## src/ps2mq_pkg.sv

```systemverilog
`timescale 1ns / 1ps
// ----------------------------------------------------------------------------
// ps2mq_pkg: shared types and constants of the ps/2 mouse event queue
// event and command formats, queue sizes and pointer helper
// ----------------------------------------------------------------------------
package ps2mq_pkg;

  // event queue: QUEUE_DEPTH slots, QUEUE_DEPTH-1 usable
  localparam int QUEUE_DEPTH = 32;
  localparam int QPTR_W      = $clog2(QUEUE_DEPTH);

  // command queue between front and back
  localparam int CMDQ_DEPTH  = 2;
  localparam int CMDQ_PTR_W  = (CMDQ_DEPTH > 1) ? $clog2(CMDQ_DEPTH) : 1;
  localparam int CMDQ_CNT_W  = $clog2(CMDQ_DEPTH + 1);

  localparam int BYTE_W      = 8;
  localparam int BUTTON_W    = 3;
  localparam int DY_W        = BYTE_W + 1;
  localparam int EVT_W       = BUTTON_W + 2 * BYTE_W;

  // status register flag for auxiliary device data
  localparam int AUX_BIT     = 5;

  // item kinds
  localparam logic KIND_BYTE = 1'b0;
  localparam logic KIND_POP  = 1'b1;

  // byte count of the last byte of a packet
  localparam logic [1:0] PKT_LAST = 2'd2;

  typedef enum logic [1:0] {
    OP_NOP,
    OP_PUSH,
    OP_POP
  } op_t;

  typedef struct packed {
    logic [BUTTON_W-1:0] buttons;
    logic [BYTE_W-1:0]   raw_dx;
    logic [BYTE_W-1:0]   raw_dy;
  } evt_t;

  typedef struct packed {
    op_t  op;
    evt_t evt;
  } cmd_t;

  function automatic logic [QPTR_W-1:0] next_qptr(input logic [QPTR_W-1:0] p);
    logic [QPTR_W-1:0] r;
    if (p == QPTR_W'(QUEUE_DEPTH - 1)) begin
      r = '0;
    end else begin
      r = p + QPTR_W'(1);
    end
    return r;
  endfunction

endpackage

```

## src/ps2mq_ram.sv

```systemverilog
`timescale 1ns / 1ps
// ----------------------------------------------------------------------------
// ps2mq_ram: generic single-port-write, single-port-read ram
// one write and one registered read per cycle; read data holds without re
// ----------------------------------------------------------------------------
module ps2mq_ram #(
  parameter int WIDTH = 8,
  parameter int DEPTH = 32
) (
  input  logic                     clk,
  input  logic                     we,
  input  logic [$clog2(DEPTH)-1:0] waddr,
  input  logic [WIDTH-1:0]         wdata,
  input  logic                     re,
  input  logic [$clog2(DEPTH)-1:0] raddr,
  output logic [WIDTH-1:0]         rdata
);

  logic [WIDTH-1:0] mem [DEPTH];
  logic [WIDTH-1:0] rdata_r;

  always_ff @(posedge clk) begin
    if (we) begin
      mem[waddr] <= wdata;
    end
    if (re) begin
      rdata_r <= mem[raddr];
    end
  end

  assign rdata = rdata_r;

endmodule

```

## src/ps2mq_front.sv

```systemverilog
`timescale 1ns / 1ps
// ----------------------------------------------------------------------------
// ps2mq_front: input beat classification and packet assembly
// turns every accepted beat into one command for the back end
// ----------------------------------------------------------------------------
module ps2mq_front (
  input  logic                          clk,
  input  logic                          rst_n,
  input  logic                          in_valid,
  output logic                          in_stall,
  input  logic                          in_kind,
  input  logic [ps2mq_pkg::BYTE_W-1:0]  in_status_byte,
  input  logic [ps2mq_pkg::BYTE_W-1:0]  in_data_byte,
  input  logic                          cmdq_full,
  output logic                          cmd_push,
  output ps2mq_pkg::cmd_t               cmd
);

  logic [1:0]                     byte_count_r, byte_count_nxt;
  logic [ps2mq_pkg::BYTE_W-1:0]   pkt0_r, pkt0_nxt;
  logic [ps2mq_pkg::BYTE_W-1:0]   pkt1_r, pkt1_nxt;
  logic                           accept;

  assign in_stall = cmdq_full;
  assign accept   = in_valid && !cmdq_full;
  assign cmd_push = accept;

  always_comb begin
    byte_count_nxt     = byte_count_r;
    pkt0_nxt           = pkt0_r;
    pkt1_nxt           = pkt1_r;
    cmd.op             = ps2mq_pkg::OP_NOP;
    cmd.evt.buttons    = pkt0_r[ps2mq_pkg::BUTTON_W-1:0];
    cmd.evt.raw_dx     = pkt1_r;
    cmd.evt.raw_dy     = in_data_byte;
    if (accept) begin
      case (in_kind)
        ps2mq_pkg::KIND_POP: begin
          cmd.op = ps2mq_pkg::OP_POP;
        end
        ps2mq_pkg::KIND_BYTE: begin
          if (in_status_byte[ps2mq_pkg::AUX_BIT]) begin
            if (byte_count_r == ps2mq_pkg::PKT_LAST) begin
              byte_count_nxt = '0;
              cmd.op         = ps2mq_pkg::OP_PUSH;
            end else begin
              if (byte_count_r == 2'd0) begin
                pkt0_nxt = in_data_byte;
              end else begin
                pkt1_nxt = in_data_byte;
              end
              byte_count_nxt = byte_count_r + 2'd1;
            end
          end
        end
        default: begin
          cmd.op = ps2mq_pkg::OP_NOP;
        end
      endcase
    end
  end

  always_ff @(posedge clk) begin
    if (!rst_n) begin
      byte_count_r <= '0;
    end else begin
      byte_count_r <= byte_count_nxt;
    end
  end

  // packet bytes are always written before use
  always_ff @(posedge clk) begin
    pkt0_r <= pkt0_nxt;
    pkt1_r <= pkt1_nxt;
  end

  a_count_range: assert property (@(posedge clk) disable iff (!rst_n)
    byte_count_r != 2'd3)
    else $error("byte count out of range");

endmodule

```

## src/ps2mq_cmd_fifo.sv

```systemverilog
`timescale 1ns / 1ps
// ----------------------------------------------------------------------------
// ps2mq_cmd_fifo: short command queue between front and back
// decouples input acceptance from result back-pressure
// ----------------------------------------------------------------------------
module ps2mq_cmd_fifo (
  input  logic            clk,
  input  logic            rst_n,
  input  logic            push,
  input  ps2mq_pkg::cmd_t push_cmd,
  input  logic            pop,
  output logic            full,
  output logic            head_valid,
  output ps2mq_pkg::cmd_t head_cmd
);

  ps2mq_pkg::cmd_t                     slot_r [ps2mq_pkg::CMDQ_DEPTH];
  logic [ps2mq_pkg::CMDQ_PTR_W-1:0]    wr_ptr_r, wr_ptr_nxt;
  logic [ps2mq_pkg::CMDQ_PTR_W-1:0]    rd_ptr_r, rd_ptr_nxt;
  logic [ps2mq_pkg::CMDQ_CNT_W-1:0]    count_r, count_nxt;

  function automatic logic [ps2mq_pkg::CMDQ_PTR_W-1:0] bump(
    input logic [ps2mq_pkg::CMDQ_PTR_W-1:0] p);
    logic [ps2mq_pkg::CMDQ_PTR_W-1:0] r;
    if (p == ps2mq_pkg::CMDQ_PTR_W'(ps2mq_pkg::CMDQ_DEPTH - 1)) begin
      r = '0;
    end else begin
      r = p + ps2mq_pkg::CMDQ_PTR_W'(1);
    end
    return r;
  endfunction

  assign full       = (count_r == ps2mq_pkg::CMDQ_CNT_W'(ps2mq_pkg::CMDQ_DEPTH));
  assign head_valid = (count_r != '0);
  assign head_cmd   = slot_r[rd_ptr_r];

  always_comb begin
    wr_ptr_nxt = push ? bump(wr_ptr_r) : wr_ptr_r;
    rd_ptr_nxt = pop ? bump(rd_ptr_r) : rd_ptr_r;
    count_nxt  = count_r;
    if (push && !pop) begin
      count_nxt = count_r + ps2mq_pkg::CMDQ_CNT_W'(1);
    end else if (pop && !push) begin
      count_nxt = count_r - ps2mq_pkg::CMDQ_CNT_W'(1);
    end
  end

  always_ff @(posedge clk) begin
    if (!rst_n) begin
      wr_ptr_r <= '0;
      rd_ptr_r <= '0;
      count_r  <= '0;
    end else begin
      wr_ptr_r <= wr_ptr_nxt;
      rd_ptr_r <= rd_ptr_nxt;
      count_r  <= count_nxt;
    end
  end

  always_ff @(posedge clk) begin
    if (push) begin
      slot_r[wr_ptr_r] <= push_cmd;
    end
  end

  a_no_overrun: assert property (@(posedge clk) disable iff (!rst_n)
    push |-> (!full || pop))
    else $error("command queue overrun");

  a_no_underrun: assert property (@(posedge clk) disable iff (!rst_n)
    pop |-> head_valid)
    else $error("command queue underrun");

endmodule

```

## src/ps2mq_back.sv

```systemverilog
`timescale 1ns / 1ps
// ----------------------------------------------------------------------------
// ps2mq_back: event queue execution and result register
// carries out push, pop and no-op commands against the event ram
// ----------------------------------------------------------------------------
module ps2mq_back (
  input  logic                                clk,
  input  logic                                rst_n,
  input  logic                                cmd_valid,
  input  ps2mq_pkg::cmd_t                     cmd,
  output logic                                cmd_pop,
  output logic                                out_valid,
  input  logic                                out_stall,
  output logic                                out_event_valid,
  output logic signed [ps2mq_pkg::BYTE_W-1:0] out_delta_x,
  output logic signed [ps2mq_pkg::DY_W-1:0]   out_delta_y,
  output logic [ps2mq_pkg::BUTTON_W-1:0]      out_button_bits,
  output logic                                out_queue_nonempty
);

  logic [ps2mq_pkg::QPTR_W-1:0] wp_r, wp_nxt;
  logic [ps2mq_pkg::QPTR_W-1:0] rp_r, rp_nxt;
  logic                         out_valid_r, out_valid_nxt;
  logic                         ev_r, ev_nxt;
  logic                         nonempty_r;
  logic                         issue;
  logic                         q_full, q_empty;
  logic                         ram_we, ram_re;
  logic [ps2mq_pkg::EVT_W-1:0]  ram_rdata;
  ps2mq_pkg::evt_t              rd_evt;

  assign issue   = cmd_valid && (!out_valid_r || !out_stall);
  assign cmd_pop = issue;
  assign q_empty = (wp_r == rp_r);
  assign q_full  = (ps2mq_pkg::next_qptr(wp_r) == rp_r);

  always_comb begin
    wp_nxt = wp_r;
    rp_nxt = rp_r;
    ram_we = 1'b0;
    ram_re = 1'b0;
    ev_nxt = 1'b0;
    if (issue) begin
      case (cmd.op)
        ps2mq_pkg::OP_PUSH: begin
          if (!q_full) begin
            ram_we = 1'b1;
            wp_nxt = ps2mq_pkg::next_qptr(wp_r);
          end
        end
        ps2mq_pkg::OP_POP: begin
          if (!q_empty) begin
            ram_re = 1'b1;
            ev_nxt = 1'b1;
            rp_nxt = ps2mq_pkg::next_qptr(rp_r);
          end
        end
        default: begin
          ev_nxt = 1'b0;
        end
      endcase
    end
    if (issue) begin
      out_valid_nxt = 1'b1;
    end else begin
      out_valid_nxt = out_valid_r && out_stall;
    end
  end

  ps2mq_ram #(
    .WIDTH (ps2mq_pkg::EVT_W),
    .DEPTH (ps2mq_pkg::QUEUE_DEPTH)
  ) u_evt_ram (
    .clk   (clk),
    .we    (ram_we),
    .waddr (wp_r),
    .wdata (cmd.evt),
    .re    (ram_re),
    .raddr (rp_r),
    .rdata (ram_rdata)
  );

  always_ff @(posedge clk) begin
    if (!rst_n) begin
      wp_r        <= '0;
      rp_r        <= '0;
      out_valid_r <= 1'b0;
    end else begin
      wp_r        <= wp_nxt;
      rp_r        <= rp_nxt;
      out_valid_r <= out_valid_nxt;
    end
  end

  always_ff @(posedge clk) begin
    if (issue) begin
      ev_r       <= ev_nxt;
      nonempty_r <= (wp_nxt != rp_nxt);
    end
  end

  assign rd_evt             = ps2mq_pkg::evt_t'(ram_rdata);
  assign out_valid          = out_valid_r;
  assign out_event_valid    = ev_r;
  assign out_delta_x        = ev_r ? rd_evt.raw_dx : '0;
  assign out_delta_y        = ev_r ? ps2mq_pkg::DY_W'(ps2mq_pkg::DY_W'(0) -
                              {rd_evt.raw_dy[ps2mq_pkg::BYTE_W-1], rd_evt.raw_dy}) : '0;
  assign out_button_bits    = ev_r ? rd_evt.buttons : '0;
  assign out_queue_nonempty = nonempty_r;

  a_empty_pop: assert property (@(posedge clk) disable iff (!rst_n)
    (issue && cmd.op == ps2mq_pkg::OP_POP && q_empty) |=> !ev_r)
    else $error("event returned from empty queue");

  a_push_fills: assert property (@(posedge clk) disable iff (!rst_n)
    (issue && cmd.op == ps2mq_pkg::OP_PUSH && !q_full) |=> (nonempty_r && wp_r != rp_r))
    else $error("push did not leave queue non-empty");

  a_idle_ptrs: assert property (@(posedge clk) disable iff (!rst_n)
    !issue |=> ($stable(wp_r) && $stable(rp_r)))
    else $error("queue pointers moved without a command");

endmodule

```

## src/ps2_mouse_packet_event_queue.sv

```systemverilog
`timescale 1ns / 1ps
// ----------------------------------------------------------------------------
// ps2_mouse_packet_event_queue: ps/2 mouse packet decoder with event queue
// assembles three-byte mouse packets and queues decoded movement events
// ----------------------------------------------------------------------------
// Takes one input beat per clock and returns exactly one result beat for each
// input beat, in order. A beat is a controller byte arrival (kind 0) or a pop
// request (kind 1). Byte arrivals count only with status bit 5 set; every
// third counted byte completes a packet and pushes an event, dropped silently
// when the queue already holds QUEUE_DEPTH-1 events. A pop returns the oldest
// event with dy negated to screen direction; results without an event carry
// zero fields. From input acceptance to out_valid a command passes the
// command queue slot, then the result register with the registered event ram read.
// Sustained rate is one beat per cycle; in_stall rises only when two
// commands wait in the command queue, i.e. when out_stall has held results.
// ----------------------------------------------------------------------------
module ps2_mouse_packet_event_queue (
  input  logic                                clk,
  input  logic                                rst_n,
  // input channel
  input  logic                                in_valid,
  output logic                                in_stall,
  input  logic                                in_kind,
  input  logic [ps2mq_pkg::BYTE_W-1:0]        in_status_byte,
  input  logic [ps2mq_pkg::BYTE_W-1:0]        in_data_byte,
  // result channel
  output logic                                out_valid,
  input  logic                                out_stall,
  output logic                                out_event_valid,
  output logic signed [ps2mq_pkg::BYTE_W-1:0] out_delta_x,
  output logic signed [ps2mq_pkg::DY_W-1:0]   out_delta_y,
  output logic [ps2mq_pkg::BUTTON_W-1:0]      out_button_bits,
  output logic                                out_queue_nonempty
);

  // front to command queue
  logic            cmd_push;
  ps2mq_pkg::cmd_t front_cmd;
  logic            cmdq_full;

  // command queue to back
  logic            head_valid;
  ps2mq_pkg::cmd_t head_cmd;
  logic            cmd_pop;

  // front: classify beats, collect packet bytes, emit one command per beat
  ps2mq_front u_front (
    .clk            (clk),
    .rst_n          (rst_n),
    .in_valid       (in_valid),
    .in_stall       (in_stall),
    .in_kind        (in_kind),
    .in_status_byte (in_status_byte),
    .in_data_byte   (in_data_byte),
    .cmdq_full      (cmdq_full),
    .cmd_push       (cmd_push),
    .cmd            (front_cmd)
  );

  // short queue so input and output stall independently
  ps2mq_cmd_fifo u_cmd_fifo (
    .clk        (clk),
    .rst_n      (rst_n),
    .push       (cmd_push),
    .push_cmd   (front_cmd),
    .pop        (cmd_pop),
    .full       (cmdq_full),
    .head_valid (head_valid),
    .head_cmd   (head_cmd)
  );

  // back: event ram, pointers and the result register
  ps2mq_back u_back (
    .clk                (clk),
    .rst_n              (rst_n),
    .cmd_valid          (head_valid),
    .cmd                (head_cmd),
    .cmd_pop            (cmd_pop),
    .out_valid          (out_valid),
    .out_stall          (out_stall),
    .out_event_valid    (out_event_valid),
    .out_delta_x        (out_delta_x),
    .out_delta_y        (out_delta_y),
    .out_button_bits    (out_button_bits),
    .out_queue_nonempty (out_queue_nonempty)
  );

endmodule
```

## config.mk

```make
export PLATFORM = sky130hd
export DESIGN_NAME = ps2_mouse_packet_event_queue
export DESIGN_NICKNAME = d
export VERILOG_FILES = /design/src/ps2mq_pkg.sv /design/src/ps2mq_ram.sv /design/src/ps2mq_front.sv /design/src/ps2mq_cmd_fifo.sv /design/src/ps2mq_back.sv /design/src/ps2_mouse_packet_event_queue.sv
export SDC_FILE = /design/constraint.sdc
export NUM_CORES = 1
export LEC_CHECK = 0
export BUFFER_PORTS_ARGS = -buffer_cell sky130_fd_sc_hd__buf_2
export CORE_ASPECT_RATIO = 0.6
export CORE_UTILIZATION = 44
export DETAILED_ROUTE_END_ITERATION = 6
export PLACE_DENSITY = 0.71
export SYNTH_ARGS = -nofsm -noshare
export SYNTH_HDL_FRONTEND = slang
export SYNTH_SLANG_ARGS = --single-unit
```

## constraint.sdc

```tcl
create_clock -name clk -period 4.7 [get_ports clk]
set_clock_uncertainty 0.1 [all_clocks]
set_input_delay 1.41 -clock clk [delete_from_list [all_inputs] [get_ports clk]]
set_output_delay 1.41 -clock clk [all_outputs]
set_load 0.1 [all_outputs]
```

# Word level (Yosys, flattened, before mapping)
# Memory sizes are Yosys's and may differ from the RTL's. A register that Yosys moved wholly into a read port is not among the register bits.
# Cells that the tools add are included.
# classes
n_eq_ne	9
n_mux	33
add_sub_neg	8
bitwise	3
n_reduce_logical	17
# ops
cell	n
$mux W5	8
$mux W1	16
$add A5 B1 Y5 const B	2
$eq A5 B5 Y1	2
$eq A5 B5 Y1 const B	2
$mux W2	5
$reduce_and A5 Y1	2
$mux W9	1
$sub A1 B8 Y9 const A	1
$mux W8	1
$eq A2 B2 Y1 const B	3
$logic_and A1 B1 Y1	5
$logic_not A1 Y1	5
$ne A5 B5 Y1	1
$add A2 B1 Y2 const B	2
$pmux W2 S2	1
$reduce_bool A2 Y1	2
$mux W3	1
$not A1 Y1	3
$reduce_and A3 Y1	1
$add A1 B1 Y1 const B	2
$eq A2 B1 Y1 const B	1
$logic_not A2 Y1	1
$sub A2 B1 Y2 const B	1
$logic_or A1 B1 Y1	1
# totals
mem_count	2
word_cells	83
mem_bits_rw	650
ff_bits	30
# mem_list
name	depth	word_bits	read_ports	rd_ports_with_merged_regs	wr	line	rtl
u_back.u_evt_ram.mem	32	19	1	1	1	ps2mq_ram.sv:19	logic [WIDTH-1:0] mem [DEPTH];
u_cmd_fifo.slot_r	2	21	1	1	1	ps2mq_cmd_fifo.sv:17	ps2mq_pkg::cmd_t slot_r [ps2mq_pkg::CMDQ_DEPTH];

# Depth between registers and ports, before layout
# Gate-level depths: netlist of the first run.
# logic_depth
depth_word	8
ltp_mapped	12
mapped_depth_nobuf	10

# By module
# Synthesis of the first run repeated with hierarchy kept, for this count alone.
# unflattened
cells_unflattened	1613
hier_area_um2	27948.1
# modules_own_cells
module	instances	cells_each	seq_area_each_um2	area_per_inst_um2
ps2mq_ram	1	1346	18828.1	24435.9
ps2mq_cmd_fifo	1	87	1361.3	1729.2
ps2mq_back	1	146	280.3	1247.4
ps2mq_front	1	34	370.4	535.5

# Least setup slack after synthesis of the first run
# OpenSTA, ideal clock, no wires.
# synth_path
path_type	register to output
start	register u_back.ev_r (netlist: u_back.out_event_valid)
end	output port out_delta_y[8] (netlist bit)
slack_ns	-0.248
path_stages_with_launch	3
t_arrival_ns	3.438
required_time_ns	3.190
cell_sequence	edfxtp_1 > clkbuf_1 > nor3b_1
# synth_between
elab_chain_cells	1
# synth_lines
item	line	rtl
from (decl)	ps2mq_back.sv:24	logic ev_r, ev_nxt;
from (signal assigned)	ps2mq_back.sv:97	ev_r <= ev_nxt;
$mux W9	ps2mq_back.sv:106	assign out_delta_y = ev_r ? ps2mq_pkg::DY_W'(ps2mq_pkg::DY_W'(0) -
to (decl)	ps2_mouse_packet_event_queue.sv:31	output logic signed [ps2mq_pkg::DY_W-1:0] out_delta_y,
# Every way passes these cells.

# Worst setup path after layout of the first run
# layout_path
start	register u_back.u_evt_ram.rdata_r[0] (netlist: u_back.u_evt_ram.rdata[0]) (read register of u_back.u_evt_ram.mem)
end	output port out_delta_y[6] (netlist bit)
# layout_between
elab_chain_cells	2
# layout_lines
item	line	rtl
from (decl)	ps2mq_ram.sv:20	logic [WIDTH-1:0] rdata_r;
$sub A1 B8 Y9	ps2mq_back.sv:106	
$mux W9	ps2mq_back.sv:106	
# Every way passes these cells.

==> results of run 1 <==
[power by group through the flow]
| stage | Combinational [W] | Clock (W) | Sequential [W] |
|---|---|---|---|
| 2_1_floorplan | 0.00106 | 0 | 0.00774 |
| 3_3_place_gp | 0.00147 | 0 | 0.00774 |
| 3_5_place_dp | 0.00154 | 0 | 0.00775 |
| 4_1_cts | 0.00154 | 0.00497 | 0.00762 |
| 5_1_grt | 0.00164 | 0.00522 | 0.00763 |
| 6_report | 0.00152 | 0.00487 | 0.00761 |
[registers in the layout, indices dropped and copies added (netlist names), 2 cells and up, named ones only]
signal                  count
u_cmd_fifo.count_r          2
u_cmd_fifo.slot_r          42
u_front.pkt1_r              8
u_front.byte_count_r        2
u_back.u_evt_ram.rdata     19
u_back.rp_r                 5
u_front.pkt0_r              3
u_back.u_evt_ram.mem      608
u_back.wp_r                 5
[per-layer routing]
| layer | vias to the layer above | part of all wire [%] |
|---|---|---|
| li1 | 5222 | - |
| met3 | 68 | 9.1 |
| met2 | 507 | 44 |
| met1 | 6577 | 46 |
| met5 | - | 0 |
| met4 | 0 | 1.3 |
[final timing paths]
kind	from	to	slack (ns)
max	u_back.u_evt_ram.rdata[0]	out_delta_y[6]	0.68
min	u_front.pkt1_r[2]	u_cmd_fifo.slot_r[1][10]	0.34
max reg2reg	u_back.wp_r[0]	u_back.u_evt_ram.mem[14][15]	0.87
min reg2reg	u_front.pkt1_r[2]	u_cmd_fifo.slot_r[1][10]	0.34
[layout make-up]
| class | count | area [um^2] |
|---|---|---|
| Multi-Input combinational cell | 428 | 6106 |
| Fill cell | 4773 | 30410 |
| Sequential cell | 700 | 20850 |
| Timing Repair Buffer | 100 | 695.7 |
| Clock inverter | 33 | 345.3 |
| Clock buffer | 73 | 1559 |
| Inverter | 12 | 45.04 |
| Tap cell | 828 | 1036 |
[cells by family (layout without fill, tap and decap cells)]
group           count (synthesis)  count (layout)  share of synthesized area [%]
flops                         700             700                          76.53
mux                           237             237                          17.63
xor+xnor                       15              15                         0.4825
fa+ha+maj                       9               9                         0.4136
compound gates                 34              34                         0.9098
simple gates                  133             133                          2.665
buf+inv                        69             218                          1.365
[placed cells by master (no fill, tap or decap), types with 9 or more instances in the layout]
| cell type | n |
|---|---|
| sky130_fd_sc_hd__and2_1 | 19 |
| sky130_fd_sc_hd__and3_1 | 10 |
| sky130_fd_sc_hd__buf_2 | 37 |
| sky130_fd_sc_hd__buf_4 | 60 |
| sky130_fd_sc_hd__clkbuf_1 | 11 |
| sky130_fd_sc_hd__clkbuf_16 | 59 |
| sky130_fd_sc_hd__clkinv_1 | 9 |
| sky130_fd_sc_hd__clkinv_2 | 12 |
| sky130_fd_sc_hd__dfxtp_1 | 15 |
| sky130_fd_sc_hd__edfxtp_1 | 682 |
| sky130_fd_sc_hd__ha_1 | 9 |
| sky130_fd_sc_hd__inv_1 | 11 |
| sky130_fd_sc_hd__mux2_2 | 41 |
| sky130_fd_sc_hd__mux4_2 | 190 |
| sky130_fd_sc_hd__nand2_1 | 11 |
| sky130_fd_sc_hd__nor2_1 | 9 |
| sky130_fd_sc_hd__nor2_2 | 33 |
| sky130_fd_sc_hd__nor2b_1 | 9 |
| sky130_fd_sc_hd__nor3_1 | 9 |
| sky130_fd_sc_hd__xnor2_1 | 9 |
[metrics by stage]
stage                     worst slack, ns  util [%]
final                              0.6785     50.18
after global routing               0.6112     50.18
after CTS                          0.6840     50.18
after detailed placement           0.7784     47.07
after global placement             0.9148     47.07
after floorplan                    0.7482         -
[critical path, cell delays in order (launching register included)]
cell	delay, ns
sky130_fd_sc_hd__edfxtp_1	0.44
sky130_fd_sc_hd__inv_1	0.10
sky130_fd_sc_hd__ha_1	0.15
sky130_fd_sc_hd__nand2b_1	0.09
sky130_fd_sc_hd__or4_1	0.44
sky130_fd_sc_hd__nor2_1	0.18
sky130_fd_sc_hd__and3b_1	0.21
sky130_fd_sc_hd__buf_2	0.29
==> impl_metrics.sql, run 1 <==
INSERT INTO impl_metrics (metric_group, metric, value, unit) VALUES
('status', 'status', 'finished clean', ''),
('power_and_ir_drop', 'power_frac_clock', '34.8', '%'),
('critical_path', 'cp.arrival', '2.51', 'ns'),
('placed_design', 'io_buffers', '37', ''),
('critical_path', 'crit_path_start_kind', 'flop', ''),
('placed_design', 'placement_stage_cell_area', '28730', 'um^2'),
('clock_network', 'cts-hold-fix-buffers', '0', ''),
('clock_network', 'cts.root.buffer_cell', 'sky130_fd_sc_hd__clkbuf_16', ''),
('cells_and_area', 'num_antenna_cells', '0', ''),
('synth', 'synthFlopType', 'sky130_fd_sc_hd__edfxtp_1', ''),
('clock_network', 'cts_inserted_buffers', '57', ''),
('placed_design', 'place_hpwl', '32590', 'um'),
('critical_path', 'worstPathRequired', '3.19', 'ns'),
('placed_design', 'post-place-cells', '2068', ''),
('floorplanning', 'design.core.area', '61050', 'um^2'),
('synth', 'synth_top_area_share', '75.21', '%'),
('grt', 'tot_gr_track_use', '17.69', '%'),
('synth', 'syn-mean-instance-area', '22.75', 'um^2'),
('timing', 'clock.fmax', '248.7', 'MHz'),
('critical_path', 'timing.reg2reg.worst_path_depth', '9', ''),
('grt', 'grt_pass1_vias', '12660', ''),
('clock_network', 'number_of_sinks_handled_by_clock_tree_synthesis', '700', ''),
('power_and_ir_drop', 'cell_area_power_density', '457.0', 'nW/um^2'),
('critical_path', 'critical_path_class', 'flop to primary output', ''),
('critical_path', 'crit_path_max_fanout', '4', ''),
('run', 'cap_violations', '0', ''),
('power_and_ir_drop', 'p_int', '0.01058', 'W'),
('synth', 'netlist_top_cells_count', 'sky130_fd_sc_hd__edfxtp_1, sky130_fd_sc_hd__mux4_2, sky130_fd_sc_hd__nor2_1, sky130_fd_sc_hd__mux2_2, sky130_fd_sc_hd__clkbuf_1', ''),
('synth', 'yosysMostFrequentCell', 'sky130_fd_sc_hd__edfxtp_1', ''),
('synth', 'postSynthRegisterBits', '700', ''),
('synth', 'synth.cell_area', '27230', 'um^2'),
('synth', 'synth-async-reset-ratio', '0', '%'),
('synth', 'synth.net_count', '1227', ''),
('power_and_ir_drop', 'power.net_switching', '0.003424', 'W'),
('clock_network', 'post_cts.repair.setup_buffers', '0', ''),
('cells_and_area', 'stdcell_area', '30640', 'um^2'),
('timing', 'timing.final.setup_violations', '0', ''),
('min_path', 'holdPathStages', '0', ''),
('floorplanning', 'die_area', '62920', 'um^2'),
('synth', 'number_of_standard_cells_after_synthesis', '1197', ''),
('power_and_ir_drop', 'post-layout-total-power', '0.01400', 'W'),
('power_and_ir_drop', 'sequential_group_share_of_total_power', '54.4', '%'),
('timing', 'hold_viol', '0', ''),
('floorplanning', 'initial_core_util', '44.61', '%'),
('power_and_ir_drop', 'p_leak', '9.441', 'nW'),
('min_path', 'hp-class', 'flop to flop', ''),
('clock_network', 'ctsHtreeMaxLevel', '2', ''),
('floorplanning', 'io-pin-count', '45', ''),
('routing', 'route.antenna.remaining_nets', '0', ''),
('floorplanning', 'rows', '70', ''),
('routing', 'drt_pre_antenna_iters', '5', ''),
('timing', 'final.hold.worst_slack', '0.3434', 'ns'),
('cells_and_area', 'num-nets-final', '1329', ''),
('clock_network', 'tritoncts', 'built', ''),
('routing', 'routed_via_density', '5.692', ''),
('grt', 'grt_first_pass_wirelength', '81730', 'um'),
('routing', 'routed_length_per_placed_instance', '24.99', 'um'),
('floorplanning', 'die_width', '323.2', 'um'),
('critical_path', 'endpoint_kind', 'primary output', ''),
('synth', 'yosys_warnings', '0', ''),
('clock_network', 'clkLatencyLatePin', '0.60', 'ns'),
('grt', 'groute.layer.met2.usage', '25.24', '%'),
('synth', 'synth_enable_flop_cells', '682', ''),
('timing', 'tns', '0', 'ns'),
('clock_network', 'deepest_clock_path_buffer_count', '3', ''),
('grt', 'maximum_number_of_pins_on_one_net_before_global_route_repair', '63', ''),
('grt', 'antenna_found_initial', '0', ''),
('routing', 'wirelength', '54320', 'um'),
('timing', 'measured_slew_at_the_worst_slew_check_pin', '1.171', 'ns'),
('timing', 'rsz0062_at_grt', 'false', ''),
('grt', 'grt_busiest_layer', 'met1', '');
Note: power is estimated with default switching activity, not from simulation.
==> run 2, diff against run 1 <==
--- a/config.mk
+++ b/config.mk
@@ -5,7 +5,7 @@
 export SDC_FILE = /design/constraint.sdc
 export NUM_CORES = 1
 export LEC_CHECK = 0
-export BUFFER_PORTS_ARGS = -buffer_cell sky130_fd_sc_hd__buf_2
+export BUFFER_PORTS_ARGS = -buffer_cell sky130_fd_sc_hd__buf_4
 export CORE_ASPECT_RATIO = 0.6
 export CORE_UTILIZATION = 44
 export DETAILED_ROUTE_END_ITERATION = 6
==> impl_metrics.sql, run 2 (synthesis results as in run 1) <==
INSERT INTO impl_metrics (metric_group, metric, value, unit) VALUES
('status', 'status', 'finished clean', ''),
('critical_path', 'startpoint', 'u_back.u_evt_ram.rdata[1]', ''),
('power_and_ir_drop', 'netSwitchingFraction', '24.69', '%'),
('clock_network', 'clkLatencyLatePin', '0.60', 'ns'),
('grt', 'grt_overflow', '0', ''),
('timing', 'final.hold.worst_slack', '0.3485', 'ns'),
('cells_and_area', 'area_growth', '12.45', '%'),
('critical_path', 'timing.reg2reg.setup_slack', '0.88', 'ns'),
('routing', 'detailroute.wirelength.met3', '4152', 'um'),
('min_path', 'hp-class', 'flop to flop', ''),
('critical_path', 'critical-path-top-delay-family', 'simple AND/OR/NAND/NOR gates', ''),
('cells_and_area', 'final_common_cell', 'sky130_fd_sc_hd__edfxtp_1', ''),
('routing', 'wirelength', '54120', 'um'),
('timing', 'tns', '0', 'ns'),
('floorplanning', 'io-pin-count', '45', ''),
('power_and_ir_drop', 'power.net_switching', '0.003430', 'W'),
('critical_path', 'r2r-end', 'u_back.u_evt_ram.mem[2][10]', ''),
('timing', 'clock.fmax', '257.4', 'MHz'),
('clock_network', 'ctsResizeCount', '0', ''),
('timing', 'timing.final.setup_violations', '0', ''),
('timing', 'measured_slew_at_the_worst_slew_check_pin', '1.179', 'ns'),
('power_and_ir_drop', 'p_leak', '9.396', 'nW'),
('placed_design', 'post-place-cells', '2063', ''),
('power_and_ir_drop', 'pwr-share-comb', '11.1', '%'),
('power_and_ir_drop', 'cell_area_power_density', '453.8', 'nW/um^2'),
('floorplanning', 'initial_core_util', '44.61', '%'),
('floorplanning', 'rows', '70', ''),
('timing', 'rsz0062_at_grt', 'false', ''),
('critical_path', 'crit_path_max_fanout', '4', ''),
('floorplanning', 'design.core.area', '61050', 'um^2'),
('power_and_ir_drop', 'ir_drop', '0.0003399', 'V'),
('critical_path', 'worstReg2RegStart', 'u_back.wp_r[0]', ''),
('critical_path', 'cp.buffers_inverters', '2', ''),
('cells_and_area', 'most-common-layout-cells', 'sky130_fd_sc_hd__edfxtp_1, sky130_fd_sc_hd__mux4_2, sky130_fd_sc_hd__buf_4', ''),
('placed_design', 'dp_worst_setup_slack', '0.7706', 'ns'),
('cells_and_area', 'num_antenna_cells', '0', ''),
('cells_and_area', 'final_util', '50.16', '%'),
('critical_path', 'cp.arrival', '2.38', 'ns'),
('clock_network', 'cts_inserted_buffers', '58', ''),
('routing', 'routed_length_per_placed_instance', '24.93', 'um'),
('power_and_ir_drop', 'power_frac_clock', '34.1', '%'),
('grt', 'antenna_found_initial', '1', ''),
('timing', 'max_slew_margin', '21.33', '%'),
('cells_and_area', 'max_flop_register', 'u_back.u_evt_ram.mem', ''),
('timing', 'timing_max_transition_violations_final', '0', ''),
('critical_path', 'critical_path_class', 'flop to primary output', ''),
('routing', 'detailroute.wirelength.met2', '23920', 'um'),
('routing', 'topRoutingLayerUsed', 'met4', ''),
('cells_and_area', 'drive_gt1_share', '33.66', '%'),
('timing', 'layout_min_cycle_time', '3.885', 'ns'),
('critical_path', 'endpoint_kind', 'primary output', ''),
('power_and_ir_drop', 'sequential_group_share_of_total_power', '54.8', '%'),
('cells_and_area', 'max_reg_flops', '608', ''),
('timing', 'final_cycle_utilization_of_the_critical_path', '82.66', '%'),
('placed_design', 'io_buffers', '37', ''),
('run', 'cap_violations', '0', ''),
('critical_path', 'critical-path-slowest-cell', 'sky130_fd_sc_hd__or4_1', ''),
('clock_network', 'cts.root.buffer_cell', 'sky130_fd_sc_hd__clkbuf_16', ''),
('placed_design', 'finalWeightedCongestion', '0.7750', ''),
('routing', 'detailedRoute.firstIterationViolations', '1377', ''),
('clock_network', 'number_of_sinks_handled_by_clock_tree_synthesis', '700', ''),
('clock_network', 'cts-hold-fix-buffers', '0', ''),
('critical_path', 'cp.depth', '7', ''),
('critical_path', 'worstPathRequired', '3.19', 'ns'),
('cells_and_area', 'stdcell_count', '2171', ''),
('critical_path', 'cp_cell_sequence', 'inv_1, ha_1, nand2b_1, or4_1, nor2_1, and3b_1, buf_4', ''),
('clock_network', 'post_cts.repair.setup_buffers', '0', ''),
('clock_network', 'deepest_clock_path_buffer_count', '3', ''),
('placed_design', 'place_hpwl', '31720', 'um'),
('timing', 'worst_slack', '0.8149', 'ns'),
('floorplanning', 'die_y_extent', '194.7', 'um'),
('cells_and_area', 'final.fill_count', '4769', ''),
('grt', 'tot_gr_track_use', '17.69', '%'),
('floorplanning', 'die_width', '323.2', 'um'),
('routing', 'drt_pre_antenna_iters', '5', ''),
('critical_path', 'timing.reg2reg.worst_path_depth', '9', ''),
('power_and_ir_drop', 'p_int', '0.01046', 'W'),
('routing', 'drt_drc_violations_left', '0', ''),
('clock_network', 'clkTransAtPathRegs', '0.07', 'ns'),
('clock_network', 'tritoncts', 'built', ''),
('routing', 'wirelength_met1', '25370', 'um'),
('grt', 'grt_first_pass_wirelength', '81450', 'um'),
('clock_network', 'ctsHtreeMaxLevel', '2', ''),
('grt', 'maximum_number_of_pins_on_one_net_before_global_route_repair', '98', ''),
('grt', 'grt_pass1_vias', '12530', ''),
('timing', 'hold_viol', '0', ''),
('routing', 'routed_via_density', '5.677', ''),
('routing', 'route.antenna.remaining_nets', '0', ''),
('critical_path', 'cp_slowest_stage_delay', '0.44', 'ns'),
('critical_path', 'cp-endpoint', 'out_delta_y[6]', ''),
('cells_and_area', 'num-nets-final', '1325', ''),
('floorplanning', 'die_area', '62920', 'um^2'),
('critical_path', 'crit_path_start_kind', 'flop', ''),
('routing', 'vias', '12330', '');
run 2: cell type report:
| class | count | area, um^2 | share of cell area, % |
|---|---|---|---|
| repair buffers | 95 | 750.7 | 2.452 |
| clock buffers | 74 | 1533 | 5.006 |
| inverters | 12 | 45.04 | 0.1471 |
| well taps | 828 | 1036 | 3.383 |
| flip-flops and latches | 700 | 20850 | 68.09 |
| clock inverters | 34 | 300.3 | 0.9807 |
| multi-input cells | 428 | 6106 | 19.94 |
run 2: stage by stage:
stage / power [W] / instance area, um^2
after floorplan: 0.008796 / 27230
after global placement: 0.009236 / 28790
after detailed placement: 0.009320 / 28790
after CTS: 0.01401 / 30620
after global routing: 0.01437 / 30620
final: 0.01389 / 30620
run 2: how the worst min path moves through the flow:
| stage | start | endpoint | slack, ns | cells past startpoint |
|---|---|---|---|---|
| after floorplan | u_front.pkt1_r[2] | u_cmd_fifo.slot_r[0][10] | 0.32 | 0 |
| after CTS | u_front.pkt0_r[0] | u_cmd_fifo.slot_r[0][16] | 0.34 | 0 |
| after global routing | u_front.pkt0_r[0] | u_cmd_fifo.slot_r[1][16] | 0.35 | 0 |
| final | u_front.pkt1_r[1] | u_cmd_fifo.slot_r[1][9] | 0.35 | 0 |
| after global placement | u_front.pkt1_r[0] | u_cmd_fifo.slot_r[0][8] | 0.32 | 0 |
| after detailed placement | u_front.pkt0_r[0] | u_cmd_fifo.slot_r[0][16] | 0.33 | 0 |
run 2: per-layer routing:
layer  global-route usage (%)  up-vias
met1                    28.46     6619
li1                         -     5205
met5                        0        -
met4                    3.335        0
met3                    3.241       58
met2                    25.31      443
run 2: power groups by stage:
stage               Clock [W]  Combinational (W)  Sequential (W)
global route          0.00508            0.00167         0.00763
floorplan                   0            0.00106         0.00774
finish                0.00474            0.00155         0.00761
global placement            0            0.00150         0.00774
detailed placement          0            0.00157         0.00775
CTS                   0.00482            0.00157         0.00761
